===== config.mk =====
export PLATFORM = sky130hd
export DESIGN_NAME = sas_phy_page_link_rate_finder_flat
export DESIGN_NICKNAME = d
export VERILOG_FILES = /design/src/rtl/spplrf_pkg.sv /design/src/rtl/spplrf_if.sv /design/src/rtl/spplrf_walker.sv /design/src/rtl/sas_phy_page_link_rate_finder.sv /design/src/flat_wrapper.sv
export SDC_FILE = /design/constraint.sdc
export NUM_CORES = 1
export LEC_CHECK = 0
export BUFFER_PORTS_ARGS = -buffer_cell sky130_fd_sc_hd__buf_2
export CORE_ASPECT_RATIO = 0.5
export CORE_MARGIN = 2
export CORE_UTILIZATION = 49
export CTS_BUF_LIST = sky130_fd_sc_hd__clkbuf_2 sky130_fd_sc_hd__clkbuf_4 sky130_fd_sc_hd__clkbuf_8
export CTS_CLUSTER_DIAMETER = 120
export DETAILED_ROUTE_END_ITERATION = 10
export HOLD_SLACK_MARGIN = 0.15
export PLACE_DENSITY = 0.71
export SYNTH_ARGS = -nofsm -noshare
export SYNTH_HDL_FRONTEND = slang
export SYNTH_HIERARCHICAL = 1
export SYNTH_SLANG_ARGS = --single-unit
export TNS_END_PERCENT = 100

===== constraint.sdc =====
create_clock -name i_clk -period 10.2 [get_ports i_clk]
set_input_delay 2.04 -clock i_clk [delete_from_list [all_inputs] [get_ports i_clk]]
set_output_delay 2.04 -clock i_clk [all_outputs]
set_load 0.01 [all_outputs]

===== src/rtl/spplrf_pkg.sv =====
`timescale 1ns / 1ps
// ----------------------------------------------------------------------------
// spplrf_pkg
// Shared types, constants and the rate-code decode for the SAS phy page
// link-rate finder.
// ----------------------------------------------------------------------------
package spplrf_pkg;

    // Largest accepted page buffer; a page length of MAX_PAGE_LEN-4 or more
    // marks the page corrupt.
    localparam int MAX_PAGE_LEN = 1024;
    localparam logic [15:0] LEN_LIMIT = 16'(MAX_PAGE_LEN - 4);

    localparam int HDR_BYTES  = 8;
    localparam int DESC_BYTES = 48;

    // Header byte positions
    localparam logic [3:0] POS_LEN_HI    = 4'd2;
    localparam logic [3:0] POS_LEN_LO    = 4'd3;
    localparam logic [3:0] POS_PHY_COUNT = 4'd7;
    localparam logic [3:0] POS_HDR_DONE  = 4'(HDR_BYTES);

    // Descriptor byte offsets
    localparam logic [5:0] OFF_RATE      = 6'd5;
    localparam logic [5:0] OFF_ADDR_LAST = 6'd15;
    localparam logic [5:0] OFF_DESC_LAST = 6'(DESC_BYTES - 1);

    // Negotiated rate codes
    localparam logic [3:0] RATE_1G5  = 4'h8;
    localparam logic [3:0] RATE_3G   = 4'h9;
    localparam logic [3:0] RATE_6G   = 4'ha;
    localparam logic [3:0] RATE_12G  = 4'hb;
    localparam logic [3:0] RATE_22G5 = 4'hc;

    typedef enum logic [1:0] {
        DS_SEARCHING = 2'd0,
        DS_FOUND     = 2'd1,
        DS_CORRUPT   = 2'd2,
        DS_EXHAUSTED = 2'd3
    } t_decision;

    localparam logic [1:0] ST_FOUND   = 2'd0;
    localparam logic [1:0] ST_CORRUPT = 2'd1;
    localparam logic [1:0] ST_BUG     = 2'd2;

    typedef struct packed {
        logic [1:0]  status;
        logic [14:0] speed;
    } t_result;

    function automatic t_result decode_rate(t_decision dec, logic [3:0] code);
        t_result res;
        res.status = ST_BUG;
        res.speed  = 15'd0;
        if (dec == DS_CORRUPT) begin
            res.status = ST_CORRUPT;
        end else if (dec == DS_FOUND) begin
            res.status = ST_FOUND;
            unique case (code)
                RATE_1G5:  res.speed = 15'd1500;
                RATE_3G:   res.speed = 15'd3000;
                RATE_6G:   res.speed = 15'd6000;
                RATE_12G:  res.speed = 15'd12000;
                RATE_22G5: res.speed = 15'd22500;
                default: begin
                    res.status = ST_BUG;
                    res.speed  = 15'd0;
                end
            endcase
        end
        return res;
    endfunction

endpackage


===== src/rtl/spplrf_if.sv =====
`timescale 1ns / 1ps
// ----------------------------------------------------------------------------
// spplrf_page_if / spplrf_result_if
// Valid/ready channels for page bytes in and link-rate results out.
// ----------------------------------------------------------------------------
interface spplrf_page_if;
    logic       valid;
    logic       ready;
    logic [7:0] page_byte;
    logic       end_of_page;

    modport source (output valid, output page_byte, output end_of_page, input ready);
    modport sink   (input valid, input page_byte, input end_of_page, output ready);
endinterface

interface spplrf_result_if;
    logic        valid;
    logic        ready;
    logic [1:0]  result_status;
    logic [14:0] link_speed_mbps;

    modport source (output valid, output result_status, output link_speed_mbps, input ready);
    modport sink   (input valid, input result_status, input link_speed_mbps, output ready);
endinterface


===== src/rtl/spplrf_walker.sv =====
`timescale 1ns / 1ps
// ----------------------------------------------------------------------------
// spplrf_walker
// Page state: header decode, descriptor walk, address match and decision.
// ----------------------------------------------------------------------------
module spplrf_walker (
    input  logic                   i_clk,
    input  logic                   i_rst_n,
    input  logic                   i_step,
    input  logic [7:0]             i_byte,
    input  logic                   i_last,
    input  logic [63:0]            i_target,
    output spplrf_pkg::t_result    o_result
);

    logic [3:0]             r_pos,     n_pos;
    logic [15:0]            r_len,     n_len;
    logic [7:0]             r_phys,    n_phys;
    logic [7:0]             r_desc,    n_desc;
    logic [5:0]             r_off,     n_off;
    logic                   r_match,   n_match;
    logic [3:0]             r_pend,    n_pend;
    logic [3:0]             r_chosen,  n_chosen;
    spplrf_pkg::t_decision  r_dec,     n_dec;

    logic [7:0]  tgt_byte;
    logic        match_now;
    logic [7:0]  desc_inc;

    // Start of descriptor n is 8 + 48*n; corrupt once it reaches length+4.
    function automatic logic start_past_len(logic [7:0] num, logic [15:0] len);
        logic [13:0] start;
        start = 14'(spplrf_pkg::HDR_BYTES) + {1'b0, num, 5'b0} + {2'b0, num, 4'b0};
        return {3'b0, start} >= ({1'b0, len} + 17'd4);
    endfunction

    assign tgt_byte  = i_target[{~r_off[2:0], 3'b000} +: 8];
    assign match_now = r_match && (tgt_byte == i_byte);
    assign desc_inc  = r_desc + 8'd1;

    always_comb begin
        n_pos    = r_pos;
        n_len    = r_len;
        n_phys   = r_phys;
        n_desc   = r_desc;
        n_off    = r_off;
        n_match  = r_match;
        n_pend   = r_pend;
        n_chosen = r_chosen;
        n_dec    = r_dec;

        if (r_dec == spplrf_pkg::DS_SEARCHING) begin
            if (r_pos != spplrf_pkg::POS_HDR_DONE) begin
                priority if (r_pos == spplrf_pkg::POS_LEN_HI) begin
                    n_len = {i_byte, 8'h00};
                end else if (r_pos == spplrf_pkg::POS_LEN_LO) begin
                    n_len = {r_len[15:8], i_byte};
                    if (n_len >= spplrf_pkg::LEN_LIMIT) begin
                        n_dec = spplrf_pkg::DS_CORRUPT;
                    end
                end else if (r_pos == spplrf_pkg::POS_PHY_COUNT) begin
                    n_phys = i_byte;
                    if (i_byte == 8'd0) begin
                        n_dec = spplrf_pkg::DS_EXHAUSTED;
                    end else if (start_past_len(8'd0, r_len)) begin
                        n_dec = spplrf_pkg::DS_CORRUPT;
                    end
                end else begin
                    n_len = r_len;
                end
            end else begin
                if (r_off == spplrf_pkg::OFF_RATE) begin
                    n_pend = i_byte[3:0];
                end
                if (r_off[5:3] == 3'd1) begin
                    n_match = match_now;
                end
                if (r_off == spplrf_pkg::OFF_ADDR_LAST && match_now) begin
                    n_dec    = spplrf_pkg::DS_FOUND;
                    n_chosen = r_pend;
                end else if (r_off == spplrf_pkg::OFF_DESC_LAST) begin
                    n_off   = 6'd0;
                    n_desc  = desc_inc;
                    n_match = 1'b1;
                    if (desc_inc >= r_phys) begin
                        n_dec = spplrf_pkg::DS_EXHAUSTED;
                    end else if (start_past_len(desc_inc, r_len)) begin
                        n_dec = spplrf_pkg::DS_CORRUPT;
                    end
                end else begin
                    n_off = r_off + 6'd1;
                end
            end
        end

        // only the header positions matter, so hold the position at its end
        if (r_pos != spplrf_pkg::POS_HDR_DONE) begin
            n_pos = r_pos + 4'd1;
        end
    end

    assign o_result = spplrf_pkg::decode_rate(n_dec, n_chosen);

    always_ff @(posedge i_clk) begin
        if (!i_rst_n || (i_step && i_last)) begin
            r_pos    <= 4'd0;
            r_len    <= 16'd0;
            r_phys   <= 8'd0;
            r_desc   <= 8'd0;
            r_off    <= 6'd0;
            r_match  <= 1'b1;
            r_pend   <= 4'd0;
            r_chosen <= 4'd0;
            r_dec    <= spplrf_pkg::DS_SEARCHING;
        end else if (i_step) begin
            r_pos    <= n_pos;
            r_len    <= n_len;
            r_phys   <= n_phys;
            r_desc   <= n_desc;
            r_off    <= n_off;
            r_match  <= n_match;
            r_pend   <= n_pend;
            r_chosen <= n_chosen;
            r_dec    <= n_dec;
        end
    end

    a_off_in_desc: assert property (@(posedge i_clk) disable iff (!i_rst_n)
        r_off <= spplrf_pkg::OFF_DESC_LAST)
        else $error("descriptor offset ran past the descriptor");

    a_clear_after_last: assert property (@(posedge i_clk) disable iff (!i_rst_n)
        i_step && i_last |=> r_pos == 4'd0 && r_dec == spplrf_pkg::DS_SEARCHING)
        else $error("page state not cleared after final byte");

    a_decision_sticks: assert property (@(posedge i_clk) disable iff (!i_rst_n)
        r_dec != spplrf_pkg::DS_SEARCHING && !(i_step && i_last) |=> r_dec == $past(r_dec))
        else $error("decision changed before end of page");

    a_walk_after_header: assert property (@(posedge i_clk) disable iff (!i_rst_n)
        r_pos != spplrf_pkg::POS_HDR_DONE |-> r_off == 6'd0 && r_desc == 8'd0)
        else $error("descriptor walk started inside the header");

endmodule


===== src/rtl/sas_phy_page_link_rate_finder.sv =====
`timescale 1ns / 1ps
// ----------------------------------------------------------------------------
// sas_phy_page_link_rate_finder
// Finds the negotiated link speed of one SAS phy in a phy control and
// discover mode page streamed in byte by byte.
// ----------------------------------------------------------------------------
// Feed the page one byte per word on i_page, byte 0 first, with end_of_page
// set on the final byte. The block decodes the 8-byte header (page length,
// phy count), walks the 48-byte phy descriptors and compares each SAS
// address with the target written through i_cfg_wr_en/i_cfg_wr_data (write
// it only while no page is in flight). Exactly one word leaves on o_result
// per page, after the final byte: status 0 with the speed in Mbit/s, status
// 1 for a corrupt page (length too large, or a descriptor beyond the page
// length), status 2 for no match, no phys, an early end or a bad rate code.
// Throughput is one byte per clock unless the input stalls: each byte passes
// the input register, then counter and compare logic updates the page state
// and, on the final byte, loads the result register. o_result.valid rises as
// that result register is loaded. Input stalls only when a final byte waits
// in the input register while the previous result is still held in the
// result register and not taken in that cycle.
// ----------------------------------------------------------------------------
module sas_phy_page_link_rate_finder (
    input  logic            i_clk,
    input  logic            i_rst_n,
    input  logic            i_cfg_wr_en,
    input  logic [63:0]     i_cfg_wr_data,
    spplrf_page_if.sink     i_page,
    spplrf_result_if.source o_result
);

    logic [63:0]          r_target;
    logic                 r_in_valid;
    logic [7:0]           r_in_byte;
    logic                 r_in_last;
    logic                 r_out_valid;
    spplrf_pkg::t_result  r_out;

    logic                 out_free;
    logic                 step;
    spplrf_pkg::t_result  walk_res;

    // Result slot frees when empty or being taken this cycle.
    assign out_free = !r_out_valid || o_result.ready;
    // Advance a held byte unless it is a final byte with no place for its result.
    assign step     = r_in_valid && (!r_in_last || out_free);
    assign i_page.ready = !r_in_valid || step;

    // Target address register
    always_ff @(posedge i_clk) begin
        if (!i_rst_n) begin
            r_target <= 64'd0;
        end else if (i_cfg_wr_en) begin
            r_target <= i_cfg_wr_data;
        end
    end

    // Input register
    always_ff @(posedge i_clk) begin
        if (!i_rst_n) begin
            r_in_valid <= 1'b0;
        end else if (i_page.valid && i_page.ready) begin
            r_in_valid <= 1'b1;
        end else if (step) begin
            r_in_valid <= 1'b0;
        end
    end

    always_ff @(posedge i_clk) begin
        if (i_page.valid && i_page.ready) begin
            r_in_byte <= i_page.page_byte;
            r_in_last <= i_page.end_of_page;
        end
    end

    spplrf_walker u_walker (
        .i_clk    (i_clk),
        .i_rst_n  (i_rst_n),
        .i_step   (step),
        .i_byte   (r_in_byte),
        .i_last   (r_in_last),
        .i_target (r_target),
        .o_result (walk_res)
    );

    // Result register: load on the final byte, drop once taken.
    always_ff @(posedge i_clk) begin
        if (!i_rst_n) begin
            r_out_valid <= 1'b0;
        end else if (step && r_in_last) begin
            r_out_valid <= 1'b1;
        end else if (o_result.ready) begin
            r_out_valid <= 1'b0;
        end
    end

    always_ff @(posedge i_clk) begin
        if (step && r_in_last) begin
            r_out <= walk_res;
        end
    end

    assign o_result.valid           = r_out_valid;
    assign o_result.result_status   = r_out.status;
    assign o_result.link_speed_mbps = r_out.speed;

endmodule

===== src/flat_wrapper.sv =====
// flat-port wrapper written by rule: the top's interface ports become plain ports
module sas_phy_page_link_rate_finder_flat 
  (i_clk, i_rst_n, i_cfg_wr_en, i_cfg_wr_data, i_page_valid, i_page_page_byte, i_page_end_of_page, i_page_ready, o_result_valid, o_result_result_status, o_result_link_speed_mbps, o_result_ready);
  spplrf_page_if i_page_i ();
  spplrf_result_if o_result_i ();
  input  logic i_clk;
  input  logic i_rst_n;
  input  logic i_cfg_wr_en;
  input  logic [63:0] i_cfg_wr_data;
  input wire logic [$bits(i_page_i.valid)-1:0] i_page_valid;
  input wire logic [$bits(i_page_i.page_byte)-1:0] i_page_page_byte;
  input wire logic [$bits(i_page_i.end_of_page)-1:0] i_page_end_of_page;
  output wire logic [$bits(i_page_i.ready)-1:0] i_page_ready;
  output wire logic [$bits(o_result_i.valid)-1:0] o_result_valid;
  output wire logic [$bits(o_result_i.result_status)-1:0] o_result_result_status;
  output wire logic [$bits(o_result_i.link_speed_mbps)-1:0] o_result_link_speed_mbps;
  input wire logic [$bits(o_result_i.ready)-1:0] o_result_ready;
  assign i_page_i.valid = i_page_valid;
  assign i_page_i.page_byte = i_page_page_byte;
  assign i_page_i.end_of_page = i_page_end_of_page;
  assign i_page_ready = i_page_i.ready;
  assign o_result_valid = o_result_i.valid;
  assign o_result_result_status = o_result_i.result_status;
  assign o_result_link_speed_mbps = o_result_i.link_speed_mbps;
  assign o_result_i.ready = o_result_ready;
  sas_phy_page_link_rate_finder u_core (.i_clk(i_clk), .i_rst_n(i_rst_n), .i_cfg_wr_en(i_cfg_wr_en), .i_cfg_wr_data(i_cfg_wr_data), .i_page(i_page_i), .o_result(o_result_i));
endmodule

# Word-level counts from Yosys, hierarchy flattened
# Cells that the tools add are included.
[op_classes]
n_addsub = 6
multipliers = 0
div = 0
order_cmp = 4
eq_ne = 16
shift = 1
n_mux = 28
bitwise_logic = 6
n_reduce_logical = 28
[op_table]
columns = ["operator", "count"]
rows = [
  ["case mux 15 bit (5 select lines)", 1],
  ["indexed part select 64 x 7 -> 8 bit", 1],
  ["2-to-1 mux 2 bit", 13],
  ["== test 4 bit, second input constant", 5],
  ["adder 16 x 3 -> 17 bit, second input constant", 1],
  [">= comparator 14 x 17 -> 1 bit", 1],
  [">= comparator 4 x 17 -> 1 bit, first input constant", 1],
  ["2-to-1 mux 17 bit", 1],
  [">= comparator 16 x 10 -> 1 bit, second input constant", 1],
  ["2-to-1 mux 16 bit", 1],
  ["AND reduction 4 bit", 4],
  ["adder 14 x 12 -> 14 bit", 1],
  ["adder 4 x 13 -> 14 bit, first input constant", 1],
  ["2-to-1 mux 4 bit", 3],
  ["adder 8 x 1 -> 8 bit, second input constant", 1],
  ["== test 4 x 2 -> 1 bit, second input constant", 2],
  ["== test 8 bit", 1],
  [">= comparator 8 bit", 1],
  ["logical NOT 8 bit", 1],
  ["2-to-1 mux 8 bit", 1],
  ["2-to-1 mux 1 bit", 7],
  ["adder 6 x 1 -> 6 bit, second input constant", 1],
  ["== test 6 x 3 -> 1 bit, second input constant", 1],
  ["== test 6 x 4 -> 1 bit, second input constant", 1],
  ["other kinds (21)", 37],
]
[word_totals]
reg_bits = 145
latch_bits = 0
mem_bits_rw = 0
romBits = 0
in_bits = 78
output_inout_bits = 19
word_cells = 106
n_memories = 0

# Depth between registers and ports, before layout
[depth]
depth_word = 13
ltp_mapped = 22
mapped_depth_nobuf = 19

# Cells and area by module
# The synthesis kept the hierarchy.
[by_module_without_submodules]
columns = ["mod", "instances", "cells_each", "area_per_inst_um2"]
rows = [
  ["spplrf_walker", 1, 527, 4310.4],
  ["sas_phy_page_link_rate_finder", 1, 244, 3333.2],
]

# Worst setup path after synthesis
# OpenSTA, ideal clock, no wires.
[synth_path]
path_kind = "input port to output port"
startpoint = "in o_result_ready"
endpoint = "out i_page_ready"
arrival_time_ps = 2273
slack_ps = 5887
cell_stages = 1
n_path_buf = 0
path_cell_list = "nand4b_1"
[synth_via]
elab_chain_cells = 4
[synth_lines]
columns = ["element", "line_no", "text"]
rows = [
  ["start: declaration", "flat_wrapper.sv:17", "input wire logic [$bits(o_result_i.ready)-1:0] o_result_ready;"],
  ["logical OR 1 bit", "sas_phy_page_link_rate_finder.sv:43", "assign out_free = !r_out_valid || o_result.ready;"],
  ["logical OR 1 bit", "sas_phy_page_link_rate_finder.sv:45", "assign step = r_in_valid && (!r_in_last || out_free);"],
  ["logical AND 1 bit", "sas_phy_page_link_rate_finder.sv:45", ""],
  ["logical OR 1 bit", "sas_phy_page_link_rate_finder.sv:46", "assign i_page.ready = !r_in_valid || step;"],
  ["end: declaration", "flat_wrapper.sv:13", "output wire logic [$bits(i_page_i.ready)-1:0] i_page_ready;"],
]
# No other way between the ends.

# Final worst setup path
[layout_path]
startpoint = "reg u_core.u_walker.r_desc[0]"
endpoint = "reg u_core.r_out (netlist bit u_core/o_result.link_speed_mbps[12]), data pin"
[layout_via]
elab_chain_cells = 13
[layout_lines]
columns = ["element", "line_no", "text"]
rows = [
  ["start: declaration", "spplrf_walker.sv:19", "logic [7:0] r_desc, n_desc;"],
  ["start signal: assignment", "spplrf_walker.sv:119", "r_desc <= n_desc;"],
  ["adder 8 x 1 -> 8 bit (*)", "spplrf_walker.sv:39", "assign desc_inc = r_desc + 8'd1;"],
  ["named net u_core.u_walker.desc_inc[4]", "spplrf_walker.sv:28", "logic [7:0] desc_inc;"],
  ["adder 4 x 13 -> 14 bit", "spplrf_walker.sv:33", "start = 14'(spplrf_pkg::HDR_BYTES) + {1'b0, num, 5'b0} + {2'b0, num, 4'b0};"],
  ["adder 14 x 12 -> 14 bit", "spplrf_walker.sv:33", ""],
  [">= comparator 14 x 17 -> 1 bit", "spplrf_walker.sv:34", "return {3'b0, start} >= ({1'b0, len} + 17'd4);"],
  ["2-to-1 mux 2 bit", "spplrf_walker.sv:87", "end else if (start_past_len(desc_inc, r_len)) begin"],
  ["2-to-1 mux 2 bit (*)", "spplrf_walker.sv:85", "if (desc_inc >= r_phys) begin"],
  ["2-to-1 mux 2 bit (*)", "spplrf_walker.sv:81", "end else if (r_off == spplrf_pkg::OFF_DESC_LAST) begin"],
  ["2-to-1 mux 2 bit (*)", "spplrf_walker.sv:78", "if (r_off == spplrf_pkg::OFF_ADDR_LAST && match_now) begin"],
  ["2-to-1 mux 2 bit (*)", "spplrf_walker.sv:53", "if (r_pos != spplrf_pkg::POS_HDR_DONE) begin"],
  ["2-to-1 mux 2 bit (*)", "spplrf_walker.sv:52", "if (r_dec == spplrf_pkg::DS_SEARCHING) begin"],
  ["== test 2 x 1 -> 1 bit", "spplrf_pkg.sv:57", "end else if (dec == DS_FOUND) begin"],
  ["inverter 1 bit (no source line)", "n/a", ""],
  ["OR reduction 2 bit (no source line) (*)", "n/a", ""],
  ["end signal: assignment", "sas_phy_page_link_rate_finder.sv:98", "r_out <= walk_res;"],
  ["end: declaration", "sas_phy_page_link_rate_finder.sv:36", "spplrf_pkg::t_result r_out;"],
]
# Mark *: on every way through the listed nets, which the timed path passes. The rest lies on a longest branch.
# A chain may end at the register's enable or synchronous reset.

==> results.md <==
* RR Startpoint: u_core/u_walker/r_desc[0]$_SDFFE_PP0P_
* Mean routed wirelength per cell at 15.56 µm
* Post-synthesis instance area at 7644 µm²
* CTS root buf: sky130_fd_sc_hd__clkbuf_8
* Total net switching power at 289.1 µW
* Worst slew pin tran at 1.065 ns
* Element type at the critical path start: flop
* Hold buffers post-CTS at 0
* TritonCTS clock tree: built
* Final worst clock skew at 0.02185 ns
* Largest net degree at the start of global routing at 68
* Area of the placeable core at 15330 µm²
* CTS buffer count at 17
* Post-synth EDFFs at 26
* CP endpoint kind: flop
* Internal power of the cells at 897.8 µW
* Clock network fraction of total power at 40.9%
* Switching part of the total at 24.36%
* Final max-slew violation count at 0
* Worst R2R End: u_core/o_result.link_speed_mbps[12]$_DFFE_PP_
* Pwr Density at 138.5 nW/µm²
* Min-Delay Endpoint: u_core/u_walker/r_len[1]$_SDFFE_PP0P_
* Shortest clock period the worst path allows after layout at 4.822 ns
* Setup violation total in the final timing report at 0
* Setup slack, reg-to-reg at 5.38 ns
* Congestion Overflow GR at 0
* Flip-flop and latch count after synthesis at 145
* Classification of the worst setup path: reg -> reg
* Total via count in the routed design at 5750
* Die ar. at 16670 µm²
* Setup TNS at 0 ns
* Synth-to-Final Area Change at 12.13%
* Reported max-cap violation count at 0
* Post-layout power at 1.187 mW
* DIE WIDTH at 180.6 µm
* Post-layout nets at 961
* CTS sink count at 145
* IO Pins at 97
* Worst supply voltage drop on vdd at 0.1089 mV
* DRC viols at 0
* FFs w/ async S/R, synth at 0%
* GRT Total Usage at 20.51%
* GPL Wtd Cong at 0.8721
* Peak clock frequency supported by timing at 0.2074 GHz
* Number of buffers added on ports at 96
* Antenna violations before repair at 3
* Wire length of the first global-routing pass at 27.47 mm
* Data required time at the worst endpoint at 10.47 ns
* Hold path start: u_core/u_walker/r_len[1]$_SDFFE_PP0P_
* Number of hold violations in the final report at 0
* Reg power frac at 52.0%
* Count of routing violations after the opening detailed-route iteration at 353
* Library cell with the largest summed area after synthesis: sky130_fd_sc_hd__dfxtp_1
* Combinational Power Share at 7.1%
* Top cell type's share of synthesized area at 31.17%
* Vias per Instance at 5.374
* Maximum fanout along the worst path at 8
* Post-synthesis sequential area ratio at 41.38%
* Reg clk slew, reported paths at 0.10 ns
* Unique masters post-synth at 59
* ANT cells at 0
* Yosys warning count at 6
* Status: finished clean
* Vias in the first global route at 5402
* DRT antenna net count at 0
* Fraction of final layout cells sized beyond drive strength 1 at 17.44%
* Max-slew headroom at 29.02%
* Worst hold margin at 0.4582 ns
* Share of the cycle needed by the critical path after routing at 47.28%
* Standard-cell rows at 32
* RSZ-0062 raised after global routing: no
* Path class of the lowest-slack min-delay path: reg -> reg
* Synth Area per Inst at 9.914 µm²
* Worst-Skew Late Latency at 0.45 ns
* DP Wirelength at 11.94 mm
* Hold depth at 2
* Deepest level of the CTS H-tree at 4
* Main area contributors after synthesis: sky130_fd_sc_hd__dfxtp_1 (31%), sky130_fd_sc_hd__mux2i_1 (14%), sky130_fd_sc_hd__edfxtp_1 (10%)
* CTS resizes at 0
* Total Wirelength at 16.65 mm
* Reported leakage power at 3.650 nW
* Clk buf depth at 2
* Path depth of the worst reg2reg path at 19
* Arrival time at the worst endpoint at 5.09 ns
* Initial core utilization at 49.84%
* Count of mapped cells out of synthesis at 771
* DR pass1 iterations at 5
* Total setup buffers inserted after CTS at 0
* Y dimension of the die at 92.32 µm
* Top flip-flop cell by instance count after synthesis: sky130_fd_sc_hd__dfxtp_1
-- metal layers --
| metal | wire (µm) | up-vias | share of wire, % | track usage, % |
|---|---|---|---|---|
| met5 | 38 | - | 0.23 | 0 |
| met4 | 114 | 6 | 0.68 | 4.973 |
| met3 | 950 | 19 | 5.7 | 6.134 |
| met2 | 7368 | 144 | 44 | 31.56 |
| met1 | 8174 | 2717 | 49 | 28.35 |
| li1 | - | 2864 | - | - |
-- worst max path at each step --
stage / startpoint / endpoint / slack, ns / cells after the start
floorplan: o_result_ready / i_page_ready / 5.89 / 1
global placement: u_core/u_walker/r_desc[0]$_SDFFE_PP0P_ / u_core/o_result.link_speed_mbps[12]$_DFFE_PP_ / 5.60 / 19
detailed placement: u_core/u_walker/r_desc[0]$_SDFFE_PP0P_ / u_core/o_result.link_speed_mbps[12]$_DFFE_PP_ / 5.38 / 19
CTS: u_core/u_walker/r_desc[0]$_SDFFE_PP0P_ / u_core/o_result.link_speed_mbps[12]$_DFFE_PP_ / 5.37 / 19
global route: u_core/u_walker/r_desc[0]$_SDFFE_PP0P_ / u_core/o_result.link_speed_mbps[12]$_DFFE_PP_ / 4.96 / 19
finish: u_core/u_walker/r_desc[0]$_SDFFE_PP0P_ / u_core/o_result.link_speed_mbps[12]$_DFFE_PP_ / 5.38 / 19
-- registers in the layout (all words and copies together) (netlist names), 2 cells and up --
signal                           cells
u_core/u_walker/r_off                6
u_core/u_walker/r_pos                4
u_core/r_in_byte                     8
u_core/u_walker/r_chosen             4
u_core/r_target                     64
u_core/u_walker/r_pend               4
u_core/u_walker/r_desc               8
u_core/u_walker/r_dec                2
u_core/o_result.link_speed_mbps     15
u_core/u_walker/r_phys               8
u_core/o_result.result_status        2
u_core/u_walker/r_len               16
-- logic make-up after synthesis --
kind of cell               Yosys count  synth area share (%)
buffers and inverters               58                 4.501
other                                1               0.04906
and+or+nand+nor                    284                 19.14
muxes                              121                 17.25
xor gates and xnor gates            43                 4.927
AOI/OAI and AO/OA                   88                 7.710
adders and majority gates           31                 5.042
DFF                                145                 41.38
-- cell usage in the layout, fill, tap and decap left out, types with 3 or more instances in the layout --
cell,count
sky130_fd_sc_hd__a21o_1,4
sky130_fd_sc_hd__nor3_1,13
sky130_fd_sc_hd__inv_1,20
sky130_fd_sc_hd__bufinv_16,3
sky130_fd_sc_hd__nor2b_1,69
sky130_fd_sc_hd__and3_1,12
sky130_fd_sc_hd__o21ai_0,11
sky130_fd_sc_hd__nand3b_1,3
sky130_fd_sc_hd__a21boi_0,3
sky130_fd_sc_hd__mux2_2,3
sky130_fd_sc_hd__buf_4,5
sky130_fd_sc_hd__xnor2_1,17
sky130_fd_sc_hd__inv_6,5
sky130_fd_sc_hd__and2_1,6
sky130_fd_sc_hd__nand2b_1,6
sky130_fd_sc_hd__dfxtp_1,119
sky130_fd_sc_hd__nand3_1,26
sky130_fd_sc_hd__nor4_1,3
sky130_fd_sc_hd__nand4_1,8
sky130_fd_sc_hd__a22oi_1,8
sky130_fd_sc_hd__nand2_1,51
sky130_fd_sc_hd__o211ai_1,3
sky130_fd_sc_hd__or3_1,6
sky130_fd_sc_hd__mux2i_1,109
sky130_fd_sc_hd__ha_1,30
sky130_fd_sc_hd__a31oi_1,3
sky130_fd_sc_hd__clkbuf_8,18
sky130_fd_sc_hd__buf_2,95
sky130_fd_sc_hd__nor3b_1,4
sky130_fd_sc_hd__edfxtp_1,26
sky130_fd_sc_hd__xor2_1,26
sky130_fd_sc_hd__mux4_2,8
sky130_fd_sc_hd__a211oi_1,4
sky130_fd_sc_hd__a21oi_1,35
sky130_fd_sc_hd__nor2_1,70
-- critical path, stage by stage (launching register included) --
cell and delay (ns):
sky130_fd_sc_hd__dfxtp_1 0.49, sky130_fd_sc_hd__ha_1 0.31, sky130_fd_sc_hd__nand3_1 0.16, sky130_fd_sc_hd__xor2_1 0.34, sky130_fd_sc_hd__inv_1 0.18, sky130_fd_sc_hd__ha_1 0.35
sky130_fd_sc_hd__nand2_1 0.07, sky130_fd_sc_hd__a21oi_1 0.07, sky130_fd_sc_hd__nor3_1 0.25, sky130_fd_sc_hd__o21ai_0 0.20, sky130_fd_sc_hd__xor2_1 0.17, sky130_fd_sc_hd__ha_1 0.31
sky130_fd_sc_hd__nor2b_1 0.13, sky130_fd_sc_hd__o21ai_0 0.13, sky130_fd_sc_hd__o311ai_0 0.15, sky130_fd_sc_hd__o221ai_1 0.20, sky130_fd_sc_hd__a211o_1 0.17, sky130_fd_sc_hd__o211ai_1 0.16
sky130_fd_sc_hd__or3_1 0.51, sky130_fd_sc_hd__a2111oi_4 0.32
-- power by group through the flow --
stage          sequential, mW  combinational [mW]  clock (mW)
6_report                0.617              0.0844       0.486
3_3_place_gp            0.629              0.0817           0
2_1_floorplan           0.623              0.0612           0
3_5_place_dp            0.630              0.0843           0
5_1_grt                 0.619              0.0934       0.520
4_1_cts                 0.617              0.0847       0.495
-- cells in the mapped netlist (8+ instances only) --
library cell               instances
sky130_fd_sc_hd__xor2_1           26
sky130_fd_sc_hd__a22oi_1           8
sky130_fd_sc_hd__mux2i_1         109
sky130_fd_sc_hd__xnor2_1          17
sky130_fd_sc_hd__nand3_1          26
sky130_fd_sc_hd__mux4_2            8
sky130_fd_sc_hd__clkbuf_1         16
sky130_fd_sc_hd__nor2b_1          69
sky130_fd_sc_hd__inv_1            20
sky130_fd_sc_hd__nand4_1           8
sky130_fd_sc_hd__dfxtp_1         119
sky130_fd_sc_hd__a21oi_1          35
sky130_fd_sc_hd__nor2_1           70
sky130_fd_sc_hd__and3_1           12
sky130_fd_sc_hd__edfxtp_1         26
sky130_fd_sc_hd__nand2_1          51
sky130_fd_sc_hd__nor3_1           13
sky130_fd_sc_hd__ha_1             30
sky130_fd_sc_hd__o21ai_0          11
-- cell type report --
| cell class | count | area [µm²] |
|---|---|---|
| Multi-Input combinational cell | 569 | 4140 |
| Tap cell | 204 | 255.2 |
| Sequential cell | 145 | 3163 |
| Clock buffer | 19 | 252.7 |
| Fill cell | 1351 | 6764 |
| Timing Repair Buffer | 100 | 513.0 |
| Clock inverter | 13 | 171.4 |
| Inverter | 20 | 75.07 |
-- through the flow --
step | util, % | cells | instance area, µm² | worst slack [ns]
floorplan | - | 772 | 7647 | 5.887
global placement | 53.13 | 1038 | 8147 | 5.601
detailed placement | 53.13 | 1038 | 8147 | 5.381
CTS | 55.89 | 1070 | 8571 | 5.372
global route | 55.89 | 1070 | 8571 | 4.965
finish | 55.89 | 1070 | 8571 | 5.378
No activity file was read; power rests on OpenSTA's default activity.
